<file path="config.mk">
export PLATFORM = sky130hd
export DESIGN_NAME = midi_track_event_parser
export DESIGN_NICKNAME = d
export VERILOG_FILES = /design/src/design/mtep_pkg.sv /design/src/design/mtep_step.sv /design/src/design/midi_track_event_parser.sv
export SDC_FILE = /design/constraint.sdc
export NUM_CORES = 1
export LEC_CHECK = 0
export BUFFER_PORTS_ARGS = -buffer_cell sky130_fd_sc_hd__buf_2
export CORE_MARGIN = 2
export CORE_UTILIZATION = 52
export CTS_CLUSTER_DIAMETER = 120
export DETAILED_ROUTE_END_ITERATION = 7
export PLACE_DENSITY = 0.71
export SYNTH_ARGS = -nofsm -noshare
export SYNTH_HDL_FRONTEND = slang
export SYNTH_SLANG_ARGS = --single-unit
</file>
<file path="constraint.sdc">
create_clock -name clk -period 24.3 [get_ports clk]
set_input_delay 2.43 -clock clk [delete_from_list [all_inputs] [get_ports clk]]
set_output_delay 2.43 -clock clk [all_outputs]
set_load 0.01 [all_outputs]
</file>
<file path="src/design/mtep_pkg.sv">
// Shared types, codes and decode helpers for the MIDI track event parser.
// No dependencies; imported by the step logic and the top level.
`timescale 1ns / 1ps
`default_nettype none

package mtep_pkg;

    // Parse phases of the track byte stream.
    typedef enum logic [3:0] {
        PH_DELTA     = 4'd0,
        PH_STATUS    = 4'd1,
        PH_META_TYPE = 4'd2,
        PH_META_LEN  = 4'd3,
        PH_SYSEX_LEN = 4'd4,
        PH_DATA1     = 4'd5,
        PH_DATA2     = 4'd6,
        PH_SKIP      = 4'd7,
        PH_HALT      = 4'd8
    } phase_t;

    // Event kinds reported on the output stream.
    typedef enum logic [3:0] {
        EV_NOTE_OFF      = 4'd0,
        EV_NOTE_ON       = 4'd1,
        EV_POLY_PRESSURE = 4'd2,
        EV_CONTROL       = 4'd3,
        EV_PITCH_BEND    = 4'd4,
        EV_PROGRAM       = 4'd5,
        EV_CHAN_PRESSURE = 4'd6,
        EV_TEMPO         = 4'd7,
        EV_END_OF_TRACK  = 4'd8
    } event_kind_t;

    // Status and meta codes.
    localparam logic [7:0] STATUS_META     = 8'hFF;
    localparam logic [7:0] STATUS_SYSEX    = 8'hF0;
    localparam logic [7:0] STATUS_SYSEX_ESC = 8'hF7;
    localparam logic [7:0] META_TEMPO      = 8'h51;
    localparam logic [7:0] META_END        = 8'h2F;
    localparam logic [3:0] HI_NOTE_OFF     = 4'h8;
    localparam logic [3:0] HI_NOTE_ON      = 4'h9;
    localparam logic [3:0] HI_POLY         = 4'hA;
    localparam logic [3:0] HI_CONTROL      = 4'hB;
    localparam logic [3:0] HI_PROGRAM      = 4'hC;
    localparam logic [3:0] HI_CHAN_PRESS   = 4'hD;
    localparam logic [3:0] HI_PITCH_BEND   = 4'hE;

    // Parser state carried from byte to byte.
    typedef struct packed {
        phase_t      phase;
        logic [31:0] tick_total;
        logic [27:0] vlq_value;
        logic [1:0]  vlq_bytes_seen;
        logic [7:0]  running_status;
        logic [7:0]  current_status;
        logic [7:0]  held_data;
        logic [7:0]  meta_type;
        logic [27:0] skip_remaining;
        logic [23:0] tempo_gather;
        logic        tempo_wanted;
    } state_t;

    localparam state_t STATE_RESET = '{
        phase:          PH_DELTA,
        tick_total:     32'd0,
        vlq_value:      28'd0,
        vlq_bytes_seen: 2'd0,
        running_status: 8'd0,
        current_status: 8'd0,
        held_data:      8'd0,
        meta_type:      8'd0,
        skip_remaining: 28'd0,
        tempo_gather:   24'd0,
        tempo_wanted:   1'b0
    };

    // One decoded event.
    typedef struct packed {
        event_kind_t kind;
        logic [31:0] tick;
        logic [3:0]  channel;
        logic [7:0]  first_data;
        logic [7:0]  second_data;
        logic [23:0] tempo;
    } result_t;

    // Phase that follows a status byte.
    function automatic phase_t phase_for_status(input logic [7:0] s);
        phase_t ph;
        if (s == STATUS_META) begin
            ph = PH_META_TYPE;
        end else if (s == STATUS_SYSEX || s == STATUS_SYSEX_ESC) begin
            ph = PH_SYSEX_LEN;
        end else if (s[7] && s[7:4] != 4'hF) begin
            ph = PH_DATA1;
        end else begin
            ph = PH_HALT;
        end
        return ph;
    endfunction

    // Event kind of a channel message; note-on with velocity zero is note-off.
    function automatic event_kind_t channel_kind(input logic [3:0] hi,
                                                 input logic [7:0] d2);
        event_kind_t k;
        case (hi)
            HI_NOTE_OFF:   k = EV_NOTE_OFF;
            HI_NOTE_ON:    k = (d2 == 8'd0) ? EV_NOTE_OFF : EV_NOTE_ON;
            HI_POLY:       k = EV_POLY_PRESSURE;
            HI_CONTROL:    k = EV_CONTROL;
            HI_PITCH_BEND: k = EV_PITCH_BEND;
            HI_PROGRAM:    k = EV_PROGRAM;
            default:       k = EV_CHAN_PRESSURE;
        endcase
        return k;
    endfunction

endpackage

`default_nettype wire

</file>
<file path="src/design/mtep_step.sv">
// Combinational next-state and event decode for one track byte.
// Depends on mtep_pkg for the state, result and code definitions.
`timescale 1ns / 1ps
`default_nettype none

module mtep_step
    import mtep_pkg::*;
#(
    parameter int VLQ_MAX_BYTES = 4
) (
    input  state_t     cur,
    input  logic [7:0] data_byte,
    input  logic       last_byte,
    output state_t     nxt,
    output logic       res_valid,
    output result_t    res
);

    localparam logic [2:0] VLQ_LIMIT = 3'(VLQ_MAX_BYTES);

    always_comb
    begin
        phase_t      ph;
        logic [7:0]  cs;
        logic        go;
        logic [27:0] vv;
        logic [1:0]  vs;
        logic [2:0]  vn;
        logic        vdone;
        logic [27:0] skip_dec;
        logic [23:0] tg;

        nxt       = cur;
        res_valid = 1'b0;
        res       = '{kind: EV_NOTE_OFF, tick: cur.tick_total, channel: 4'd0,
                      first_data: 8'd0, second_data: 8'd0, tempo: 24'd0};
        ph        = cur.phase;
        cs        = cur.current_status;
        vv        = cur.vlq_value;
        vs        = cur.vlq_bytes_seen;
        go        = 1'b1;

        // Status byte, or a data byte under running status.
        if (ph == PH_STATUS) begin
            cs = data_byte[7] ? data_byte : cur.running_status;
            if (data_byte[7]) begin
                nxt.running_status = data_byte;
            end
            ph = phase_for_status(cs);
            vv = 28'd0;
            vs = 2'd0;
            go = !data_byte[7];
        end

        // Shared VLQ accumulate step, used by the phases that read a VLQ.
        vn    = {1'b0, vs} + 3'd1;
        vdone = !data_byte[7] || (vn >= VLQ_LIMIT);
        skip_dec = cur.skip_remaining - 28'd1;
        tg       = {cur.tempo_gather[15:0], data_byte};

        if (go) begin
            case (ph)
                PH_DELTA:
                begin
                    vv = {vv[20:0], data_byte[6:0]};
                    if (vdone) begin
                        nxt.tick_total = cur.tick_total + {4'd0, vv};
                        vv = 28'd0;
                        vs = 2'd0;
                        ph = PH_STATUS;
                    end else begin
                        vs = vn[1:0];
                    end
                end
                PH_META_TYPE:
                begin
                    nxt.meta_type = data_byte;
                    vv = 28'd0;
                    vs = 2'd0;
                    ph = PH_META_LEN;
                    if (last_byte && data_byte == META_END) begin
                        res_valid = 1'b1;
                        res.kind  = EV_END_OF_TRACK;
                    end
                end
                PH_META_LEN:
                begin
                    vv = {vv[20:0], data_byte[6:0]};
                    if ((vdone || last_byte) && cur.meta_type == META_END) begin
                        res_valid = 1'b1;
                        res.kind  = EV_END_OF_TRACK;
                    end
                    if (vdone) begin
                        nxt.tempo_wanted   = (cur.meta_type == META_TEMPO) &&
                                             (vv == 28'd3);
                        nxt.tempo_gather   = 24'd0;
                        nxt.skip_remaining = vv;
                        ph = (vv == 28'd0) ? PH_DELTA : PH_SKIP;
                        vv = 28'd0;
                        vs = 2'd0;
                    end else begin
                        vs = vn[1:0];
                    end
                end
                PH_SYSEX_LEN:
                begin
                    vv = {vv[20:0], data_byte[6:0]};
                    if (vdone) begin
                        nxt.tempo_wanted   = 1'b0;
                        nxt.skip_remaining = vv;
                        ph = (vv == 28'd0) ? PH_DELTA : PH_SKIP;
                        vv = 28'd0;
                        vs = 2'd0;
                    end else begin
                        vs = vn[1:0];
                    end
                end
                PH_DATA1:
                begin
                    if (cs[7:4] == HI_PROGRAM || cs[7:4] == HI_CHAN_PRESS) begin
                        res_valid      = 1'b1;
                        res.kind       = channel_kind(cs[7:4], 8'd0);
                        res.channel    = cs[3:0];
                        res.first_data = data_byte;
                        ph = PH_DELTA;
                    end else begin
                        nxt.held_data = data_byte;
                        ph = PH_DATA2;
                    end
                end
                PH_DATA2:
                begin
                    res_valid       = 1'b1;
                    res.kind        = channel_kind(cs[7:4], data_byte);
                    res.channel     = cs[3:0];
                    res.first_data  = cur.held_data;
                    res.second_data = data_byte;
                    ph = PH_DELTA;
                end
                PH_SKIP:
                begin
                    if (cur.tempo_wanted) begin
                        nxt.tempo_gather = tg;
                    end
                    nxt.skip_remaining = skip_dec;
                    if (skip_dec == 28'd0) begin
                        if (cur.tempo_wanted) begin
                            res_valid = 1'b1;
                            res.kind  = EV_TEMPO;
                            res.tempo = tg;
                        end
                        nxt.tempo_wanted = 1'b0;
                        ph = PH_DELTA;
                    end
                end
                default:
                begin
                    ph = PH_HALT;
                end
            endcase
        end

        nxt.phase          = ph;
        nxt.current_status = cs;
        nxt.vlq_value      = vv;
        nxt.vlq_bytes_seen = vs;

        // The final byte of the track returns the parser to its reset state.
        if (last_byte) begin
            nxt = STATE_RESET;
        end
    end

endmodule

`default_nettype wire

</file>
<file path="src/design/midi_track_event_parser.sv">
// Top level of the MIDI track event parser: stream ports, state and output register.
// Depends on mtep_pkg and mtep_step.
`timescale 1ns / 1ps
`default_nettype none

// The parser takes the payload of one track chunk, one byte per request on the
// slave stream, and reports channel, tempo and end-of-track events on the master
// stream with their absolute tick. Every byte is decoded in the cycle it is
// accepted and its event, if any, lands in the output register, so the block
// sustains one byte per clock; s_tready drops only while an event waits in the
// output register and m_tready is low. A byte with s_tlast set ends the track
// and returns the parser to its reset state after it has been handled.

module midi_track_event_parser
    import mtep_pkg::*;
#(
    parameter int VLQ_MAX_BYTES = 4
) (
    input  wire logic        clk,
    input  wire logic        rst_n,
    // Input byte stream.
    input  wire logic        s_tvalid,
    output logic             s_tready,
    input  wire logic [7:0]  s_tdata,   // data_byte[7:0]
    input  wire logic        s_tlast,   // last_byte
    // Event stream.
    output logic             m_tvalid,
    input  wire logic        m_tready,
    // event_tick[31:0], midi_channel[35:32], first_data[43:36],
    // second_data[51:44], tempo_us_per_quarter[75:52], zero fill[79:76]
    output logic [79:0]      m_tdata,
    output logic [3:0]       m_tuser    // event_kind[3:0]
);

    state_t  state_reg;
    state_t  state_next;
    logic    out_valid_reg;
    result_t out_reg;
    logic    step_valid;
    result_t step_res;
    logic    accept;

    // Decode of the offered byte against the current state.
    mtep_step #(
        .VLQ_MAX_BYTES(VLQ_MAX_BYTES)
    ) u_step (
        .cur       (state_reg),
        .data_byte (s_tdata),
        .last_byte (s_tlast),
        .nxt       (state_next),
        .res_valid (step_valid),
        .res       (step_res)
    );

    // A byte is taken whenever the output register is empty or being drained.
    assign s_tready = !out_valid_reg || m_tready;
    assign accept   = s_tvalid && s_tready;

    // Parser state and output valid.
    always_ff @(posedge clk or negedge rst_n)
    begin
        if (!rst_n) begin
            state_reg     <= STATE_RESET;
            out_valid_reg <= 1'b0;
        end else if (accept) begin
            state_reg     <= state_next;
            out_valid_reg <= step_valid;
        end else if (m_tready) begin
            out_valid_reg <= 1'b0;
        end
    end

    // Output payload.
    always_ff @(posedge clk)
    begin
        if (accept && step_valid) begin
            out_reg <= step_res;
        end
    end

    assign m_tvalid = out_valid_reg;
    assign m_tuser  = out_reg.kind;
    assign m_tdata  = {4'd0, out_reg.tempo, out_reg.second_data, out_reg.first_data,
                       out_reg.channel, out_reg.tick};

endmodule

`default_nettype wire

</file>
# [Word level (Yosys, flattened, before mapping)]
# Index checks and enable logic that the tools add are counted.
[word_totals] out_inout_bits=86 in_bits=13 regBits=224 elab_cells=146
[op_classes] order_cmp=1 eq_ne=27 n_mux=59 add_sub_neg=3 reduce_logical=38
[ops] cell="$mux W151" count=1
[ops] cell="$mux W28" count=4
[ops] cell="$mux W32" count=3
[ops] cell="$pmux W28 S3" count=1
[ops] cell="$mux W69" count=1
[ops] cell="$logic_not A28 Y1" count=2
[ops] cell="$pmux W28 S2" count=1
[ops] cell="$mux W53" count=1
[ops] cell="$mux W8" count=6
[ops] cell="$pmux W24 S2" count=1
[ops] cell="$pmux W4 S6" count=2
[ops] cell="$mux W4" count=11
[ops] cell="$add A32 B28 Y32" count=1
[ops] cell="$eq A28 B2 Y1 const B" count=1
[ops] cell="$eq A4 B4 Y1 const B" count=7
[ops] cell="$sub A28 B1 Y28 const B" count=1
[ops] cell="$eq A8 B8 Y1 const B" count=3
[ops] cell="$mux W24" count=1
[ops] cell="$pmux W12 S2" count=1
[ops] cell="$pmux W4 S5" count=1
[ops] cell="$eq A4 B3 Y1 const B" count=4
[ops] cell="$eq A8 B6 Y1 const B" count=2
[ops] cell="$pmux W3 S5" count=1
[ops] cell="$reduce_bool A2 Y1" count=7
[ops] cell="30 further kinds" count=64

# [Logic depth before layout (Yosys ltp)]
# Gate-level depths: netlist (run 1).
[logic_depth] word_depth=12 mapped_depth=15 mapped_depth_nobuf=12

# [Modules after synthesis]
# A second synthesis (run 1) with hierarchy kept.
[unflattened] cells_unflattened=1416 hier_area_um2=14423.8
[by_module_without_submodules] module="midi_track_event_parser" seq_area_each_um2=6206.0 area_per_inst_um2=8454.4 cells_each=409 n_inst=1
[by_module_without_submodules] module="mtep_step" seq_area_each_um2=0.0 area_per_inst_um2=5969.5 cells_each=1007 n_inst=1

# [Worst setup path before layout (run 1)]
# Ideal clock, no wire load.
[synth_path] kind="in2reg" startpoint="input port s_tdata[7]" endpoint="register out_reg (netlist bit m_tdata[0]), enable pin" setup_slack_ns=13.793 t_arrival_ns=9.890 t_required_ns=23.684 path_stages=9 setup_ns=0.616 n_path_buf=2 cell_sequence="buf_2 clkbuf_1 mux2i_1 nor2_1 a21oi_1 or3b_1 nor4_1 nor4_1 nor3_1"
[synth_via] elab_chain_len=11 elab_cells_between_ends=33 cone_classes="eq/ne: 12; mux: 12; reduce/logical: 9"
[synth_lines] item="from (decl)" line="midi_track_event_parser.sv:24" rtl="input wire logic [7:0] s_tdata,"
[synth_lines] item="$mux W8" line="mtep_step.sv:45" rtl="cs = data_byte[7] ? data_byte : cur.running_status;"
[synth_lines] item="$ne A4 B4 Y1" line="mtep_pkg.sv:94" rtl="end else if (s[7] && s[7:4] != 4'hF) begin"
[synth_lines] item="$logic_and A1 B1 Y1" line="mtep_pkg.sv:94"
[synth_lines] item="$mux W4" line="mtep_pkg.sv:94"
[synth_lines] item="$mux W4" line="mtep_pkg.sv:92" rtl="end else if (s == STATUS_SYSEX || s == STATUS_SYSEX_ESC) begin"
[synth_lines] item="$mux W4" line="mtep_pkg.sv:90" rtl="if (s == STATUS_META) begin"
[synth_lines] item="$mux W4" line="mtep_step.sv:44" rtl="if (ph == PH_STATUS) begin"
[synth_lines] item="$eq A4 B3 Y1 or $eq A4 B2 Y1 (tied branches)" line="mtep_step.sv:62" rtl="case (ph)"
[synth_lines] item="$pmux W1 S5" line="mtep_step.sv:62"
[synth_lines] item="$mux W1 *" line="mtep_step.sv:61" rtl="if (go) begin"
[synth_lines] item="$logic_and A1 B1 Y1 *" line="midi_track_event_parser.sv:76" rtl="if (accept && step_valid) begin"
[synth_lines] item="to (signal assigned)" line="midi_track_event_parser.sv:77" rtl="out_reg <= step_res;"
[synth_lines] item="to (decl)" line="midi_track_event_parser.sv:38" rtl="result_t out_reg;"
# Every way passes the cells marked *; elsewhere a longest branch is shown, timed or not.
# A chain may end at the register's enable or synchronous reset.

# [Worst setup path after layout (run 1)]
[layout_path] startpoint="input port s_tdata[7]" endpoint="register out_reg (netlist bit m_tdata[25]), enable pin"
# The elaborated chain is that of the path after synthesis.

==> flow_metrics.tcl, run 1 <==
set metrics [dict create \
    outcome "finished clean" \
    drive_gt1_share_pct 14.0 \
    drv_slew 0 \
    p_int_mw 0.719 \
    yosysTopAreaCellShare_pct 30.2 \
    synth-simple-area-share_pct 18.7 \
    met3_wirelength_um 1840 \
    synthFlopType "dfrtp_1" \
    postCtsSetupBuffers 0 \
    fin_crit_sh_pct 24.4 \
    cts_tree "yes" \
    final_util_pct 59.1 \
    io-pin-count 99 \
    setup-tns-final_ns 0 \
    die_w_um 152 \
    cp_data_required_time_ns 24.43 \
    diodes 0 \
    hold_buffers 0 \
    ctsLongestPathBuffers 3 \
    post_drt_wl_per_cell_um 18.8 \
    criticalPathCategory "input pin to flop" \
    synth_commonest_cells "137 x dfrtp_1, 117 x o21ai_0, 109 x nand2_1" \
    routed_wl_um 28400 \
    finalWeightedCongestion 0.981 \
    vias 9216 \
    numCtsBuffers 25 \
    synth_compound_area_share_pct 18.7 \
    min_path_type "flop to flop" \
    firstDrtPassIters 5 \
    initial_utilization_pct 52.5 \
    synth_top_family_by_area "compound AO/OA/AOI/OAI gates" \
    synth-edff-count 80 \
    drc 0 \
    hpwl_um 19000 \
    finClkSkew_ns 0.0190 \
    grt_pass1_vias 8696 \
    htree_levels 1 \
    cp_cell_sequence "buf_2 -> mux2i_1 -> nor2_1 -> a21oi_1 -> or3b_1 -> nor4_2 -> nor4_1 -> nor3_2 -> buf_4" \
    synth_area_um2 11400 \
    fillCellCount 1866 \
    grt_use_total_pct 24.9 \
    finalCriticalPeriod_ns 5.93 \
    switchingPower_mw 0.379 \
    seq_power_share_pct 41.0 \
    portBuffers 94 \
    cap_violations 0 \
    p_per_area_nw_per_um2 85.9 \
    critPathSlowestCell "nor4_2" \
    synthTopCellsByArea "dfrtp_1 30%, edfxtp_1 21%, o21ai_0 5.2%" \
    clock-sinks 217 \
    synth_fa_ha_area_share_pct 3.59 \
    rows 54 \
    syn_avg_cell_area_um2 9.90 \
    synthMuxAreaShare_pct 2.03 \
    timing.final.hold_violations 0 \
    clkTransAtPathRegs_ns 0.06 \
    die_area_um2 23000 \
    swShare_pct 34.5 \
    wl_met2_um 13200 \
    start_kind "input pin" \
    path_delay_family "simple AND/OR/NAND/NOR gates" \
    clk_latency_ns 0.53 \
    cp-end-kind "flop" \
    ys_seq_area_share_pct 51.3 \
    multiInputGateArea_um2 5220 \
    initialDrtViolationCount 669 \
    worstPathMaxFanout 80 \
    ant_nets 0 \
    grt_max_degree 81 \
    p_clk_share_pct 32.3 \
    ys_warn_count 0 \
    p_leak_nw 5.78 \
    post_cts_resized 0 \
    rsz0062_at_grt "false" \
    tightest_slew_ns 1.06 \
    fmax_mhz 169 \
    worstPathArrival_ns 6.06 \
    core_um2 21600 \
    netlist_instances 1147 \
    synth_xor_area_share_pct 2.47 \
    synth_most_common_cell "dfrtp_1" \
    synth_top_cell_by_area "dfrtp_1" \
    ys_types 75 \
    max-vdd-ir-drop_mv 0.0494 \
    cts_root_buffer "clkbuf_16" \
    ys_ff_latch 217 \
    slowest_delay_ns 0.90 \
    crit_buf_inv 2 \
    grt_remaining_overflow 0 \
    ff_latch_area_um2 5830 \
    wl_met1_um 12300 \
    largest_register_ffs 136 \
    relSlewSlack_pct 29.0 \
    antenna_found_initial 0 \
    top_layer "met4" \
    nNetsFinal 1256 \
    grt_pass1_wl_um 45600 \
    area_delta_synth_final_pct 12.5 \
    routed_via_density 6.10 \
    combPwrFrac_pct 26.7 \
    die_h_um 152 \
    async_flop_share_pct 63.1 \
    setup_viol 0 \
]
## per-stage QoR
stage                     total power [mW]  hold WS, ns  worst slack (ns)  cells  cell area (um2)
after floorplan                      0.667        0.442             13.79   1150            11400
after global placement               0.739        0.457             18.03   1464            12000
after detailed placement             0.742        0.466             17.88   1464            12000
after CTS                             1.10        0.479             18.39   1510            12800
after global routing                  1.16        0.498             17.98   1510            12800
final                                 1.10        0.473             18.37   1510            12800
## cells by family after synthesis
logic type / after synthesis
xor+xnor: 32
compound gates: 343
fa+ha+maj: 32
mux: 22
simple gates: 415
other cells: 1
flops: 217
buf+inv: 85
## power groups by stage
stage          sequential (mW)  combinational (mW)  clock (mW)
6_report                 0.450               0.293       0.355
5_1_grt                  0.455               0.326       0.376
4_1_cts                  0.449               0.289       0.362
3_5_place_dp             0.455               0.287           0
3_3_place_gp             0.456               0.284           0
2_1_floorplan            0.441               0.226           0
## layer usage
layer,GRT usage [%],vias to the layer above
li1,-,4332
met1,34.4,4466
met2,40.4,349
met3,3.65,69
met4,8.80,0
met5,0,-
## final timing paths
| path | slack, ns | startpoint | endpoint | cells past startpoint |
|---|---|---|---|---|
| worst max-delay path | 18.37 | s_tdata[7] | m_tdata[25] | 9 |
| worst min-delay path | 0.47 | state_reg[9] | state_reg[9] | 2 |
| worst max register to register | 19.09 | state_reg[33] | m_tdata[25] | 10 |
| worst min register to register | 0.47 | state_reg[9] | state_reg[9] | 2 |
| max in group asynchronous | 21.03 | rst_n | state_reg[138] | 2 |
| min in group asynchronous | 1.90 | rst_n | state_reg[81] | 1 |
## final cells by class
type / instances / share of cell area [%]
well taps: 280 / 2.74
inverters: 16 / 0.470
flip-flops and latches: 217 / 45.6
clock buffers: 34 / 5.47
repair buffers: 103 / 4.26
multi-input cells: 848 / 40.8
clock inverters: 12 / 0.627
## tightest hold or removal path, delay by kind of cell (launching register included)
family	cells	cell delay (ns)
compound gates	1	0.06
flops	1	0.33
simple gates	1	0.04
## placed cells by master (no fill, tap or decap), types with 6 or more instances in the layout
master     synthesis  routed
a211oi_1           7       7
a21o_1            26      26
a21oi_1           77      77
a22o_1            28      28
a22oi_1           11      11
a31oi_1           12      12
and2_1            60      60
and3_1            19      19
buf_2              5      93
buf_4              6       9
clkbuf_16          0      25
dfrtp_1          137     137
edfxtp_1          80      80
ha_1              31      31
inv_1             15      15
mux2_2             8       8
mux2i_1           14      14
nand2_1          109     109
nand2b_1           9       9
nand3_1           14      14
nand4_1           12      12
nor2_1            92      92
nor2b_1           12      12
nor3_1            25      23
nor3b_1            8       8
nor4_1            24      22
o211ai_1           6       6
o21ai_0          117     116
o21ai_1           12      12
o31ai_1           13      13
or4_1              6       6
xnor2_1           16      16
xor2_1            16      16
(Power assumes the default switching activity.)
==> run 2, diff against run 1 <==
- clock period: 24.3 -> 6.1 ns (I/O delays scaled with it)
==> flow_metrics.tcl, run 2 (synthesis gave the netlist of run 1 again) <==
set metrics [dict create \
    outcome "finished clean" \
    portBuffers 94 \
    rows 54 \
    cp_data_required_time_ns 6.48 \
    area_delta_synth_final_pct 12.8 \
    slowest_delay_ns 1.07 \
    die_h_um 152 \
    drc 0 \
    ctsLongestPathBuffers 3 \
    min_path_type "input pin to async pin" \
    grt_remaining_overflow 0 \
    drive_gt1_share_pct 13.8 \
    criticalPathCategory "flop to flop" \
    grt_pass1_wl_um 46400 \
    firstDrtPassIters 7 \
    switchingPower_mw 1.52 \
    diodes 0 \
    rsz0062_at_grt "false" \
    drv_slew 0 \
    grt_pass1_vias 8577 \
    ant_nets 0 \
    finalPower_mw 4.41 \
    hpwl_um 19600 \
    cp-end-kind "flop" \
    core_um2 21600 \
    clk_latency_ns 0.52 \
    cap_violations 0 \
    worstPathMaxFanout 39 \
    fin_crit_sh_pct 75.1 \
    layout_common_cells "137 x dfrtp_1, 116 x o21ai_0, 109 x nand2_1" \
    die_area_um2 23000 \
    routed_wl_um 29300 \
    nNetsFinal 1257 \
    htree_levels 1 \
    combPwrFrac_pct 26.9 \
    cts_tree "yes" \
    p_per_area_nw_per_um2 344 \
    p_clk_share_pct 32.4 \
    postCtsSetupBuffers 0 \
    io-pin-count 99 \
    relSlewSlack_pct 24.4 \
    die_w_um 152 \
    finalCriticalPeriod_ns 4.58 \
    post_cts_resized 0 \
    initial_utilization_pct 52.5 \
    timing.final.hold_violations 0 \
    grt_use_total_pct 25.5 \
    largest_register_ffs 136 \
    post_drt_wl_per_cell_um 19.4 \
    routed_via_density 6.12 \
    p_leak_nw 5.80 \
    setup-tns-final_ns 0 \
    max-vdd-ir-drop_mv 0.219 \
    seq_power_share_pct 40.6 \
    worstPathArrival_ns 4.96 \
    grt_max_degree 81 \
    finClkSkew_ns 0.00912 \
    numCtsBuffers 25 \
    p_int_mw 2.89 \
    start_kind "flop" \
    hold_buffers 0 \
    finalWeightedCongestion 0.931 \
    initialDrtViolationCount 713 \
    clkTransAtPathRegs_ns 0.06 \
    cp_cell_sequence "or4b_1 -> and2_1 -> ha_1 -> and3_1 -> nand3_1 -> or2_0 -> o31a_1 -> a31oi_1 -> a41oi_1 -> a211oi_1 -> xnor2_1 -> nor2_1" \
    cts_root_buffer "clkbuf_16" \
    critPathSlowestCell "or4b_1" \
    vias 9252 \
    fmax_mhz 218 \
    swShare_pct 34.5 \
    tightest_slew_ns 1.13 \
    antenna_found_initial 0 \
    clock-sinks 217 \
    layout_commonest_cell "dfrtp_1" \
    setup_viol 0 \
]
==> run 2: cell count changes in the layout (fill, tap and decap cells not counted), sizes merged <==
| cell | change |
|---|---|
| clkinv | +9 |
| clkbuf | -7 |
| inv | -4 |
| bufinv | +2 |
| buf | +1 |
==> run 2: critical path, delay by kind of cell (launching register included) <==
family                   cells  cell delay (ns)
XOR/XNOR                     1             0.15
adder cells (fa/ha/maj)      1             0.38
AO/OA/AOI/OAI                4             1.18
flip-flops                   1             0.50
AND/OR/NAND/NOR              6             2.23
==> run 2: power groups by stage <==
stage / Clock, mW / Sequential [mW] / Combinational (mW)
after global routing: 1.51 / 1.81 / 1.31
after detailed placement: 0 / 1.81 / 1.16
after floorplan: 0 / 1.75 / 0.904
final: 1.43 / 1.79 / 1.19
after CTS: 1.45 / 1.79 / 1.17
after global placement: 0 / 1.81 / 1.15
==> run 2: metrics by stage <==
step | instances | area, um2 | utilization (%) | setup WS [ns] | hold slack [ns]
6_report | 1511 | 12800 | 59.2 | 1.52 | 0.103
4_1_cts | 1511 | 12800 | 59.2 | 1.57 | 0.129
3_5_place_dp | 1465 | 12000 | 55.6 | 1.58 | 0.462
2_1_floorplan | 1150 | 11400 | - | 0.914 | 0.314
3_3_place_gp | 1465 | 12000 | 55.6 | 1.63 | 0.458
5_1_grt | 1511 | 12800 | 59.2 | 1.24 | 0.161
==> run 2: area by class of cell <==
cell class                      instances  area, um2
Sequential cell                       217       5830
Clock inverter                         19        150
Timing Repair Buffer                  104        564
Multi-Input combinational cell        848       5220
Inverter                               16       60.1
Tap cell                              280        350
Clock buffer                           27        633
Fill cell                            1876       8810
==> run 2: final timing paths <==
path	startpoint	endpoint	depth (start not counted)	slack [ns]
worst max-delay path	state_reg[148]	state_reg[143]	12	1.52
worst min-delay path	rst_n	state_reg[117]	1	0.10
worst max register to register	state_reg[148]	state_reg[143]	12	1.52
worst min register to register	state_reg[15]	state_reg[15]	2	0.47
max in group asynchronous	rst_n	state_reg[47]	2	4.65
min in group clk	s_tvalid	m_tvalid	3	0.40
==> run 2: per-layer routing <==
metal	track usage [%]	vias up	part of all wire, %	routed length, um
met5	0	-	0	0
met4	7.31	0	2.6	749
met3	3.26	53	5.0	1450
met2	41.8	313	48	14000
met1	35.7	4554	45	13100
li1	-	4332	-	-
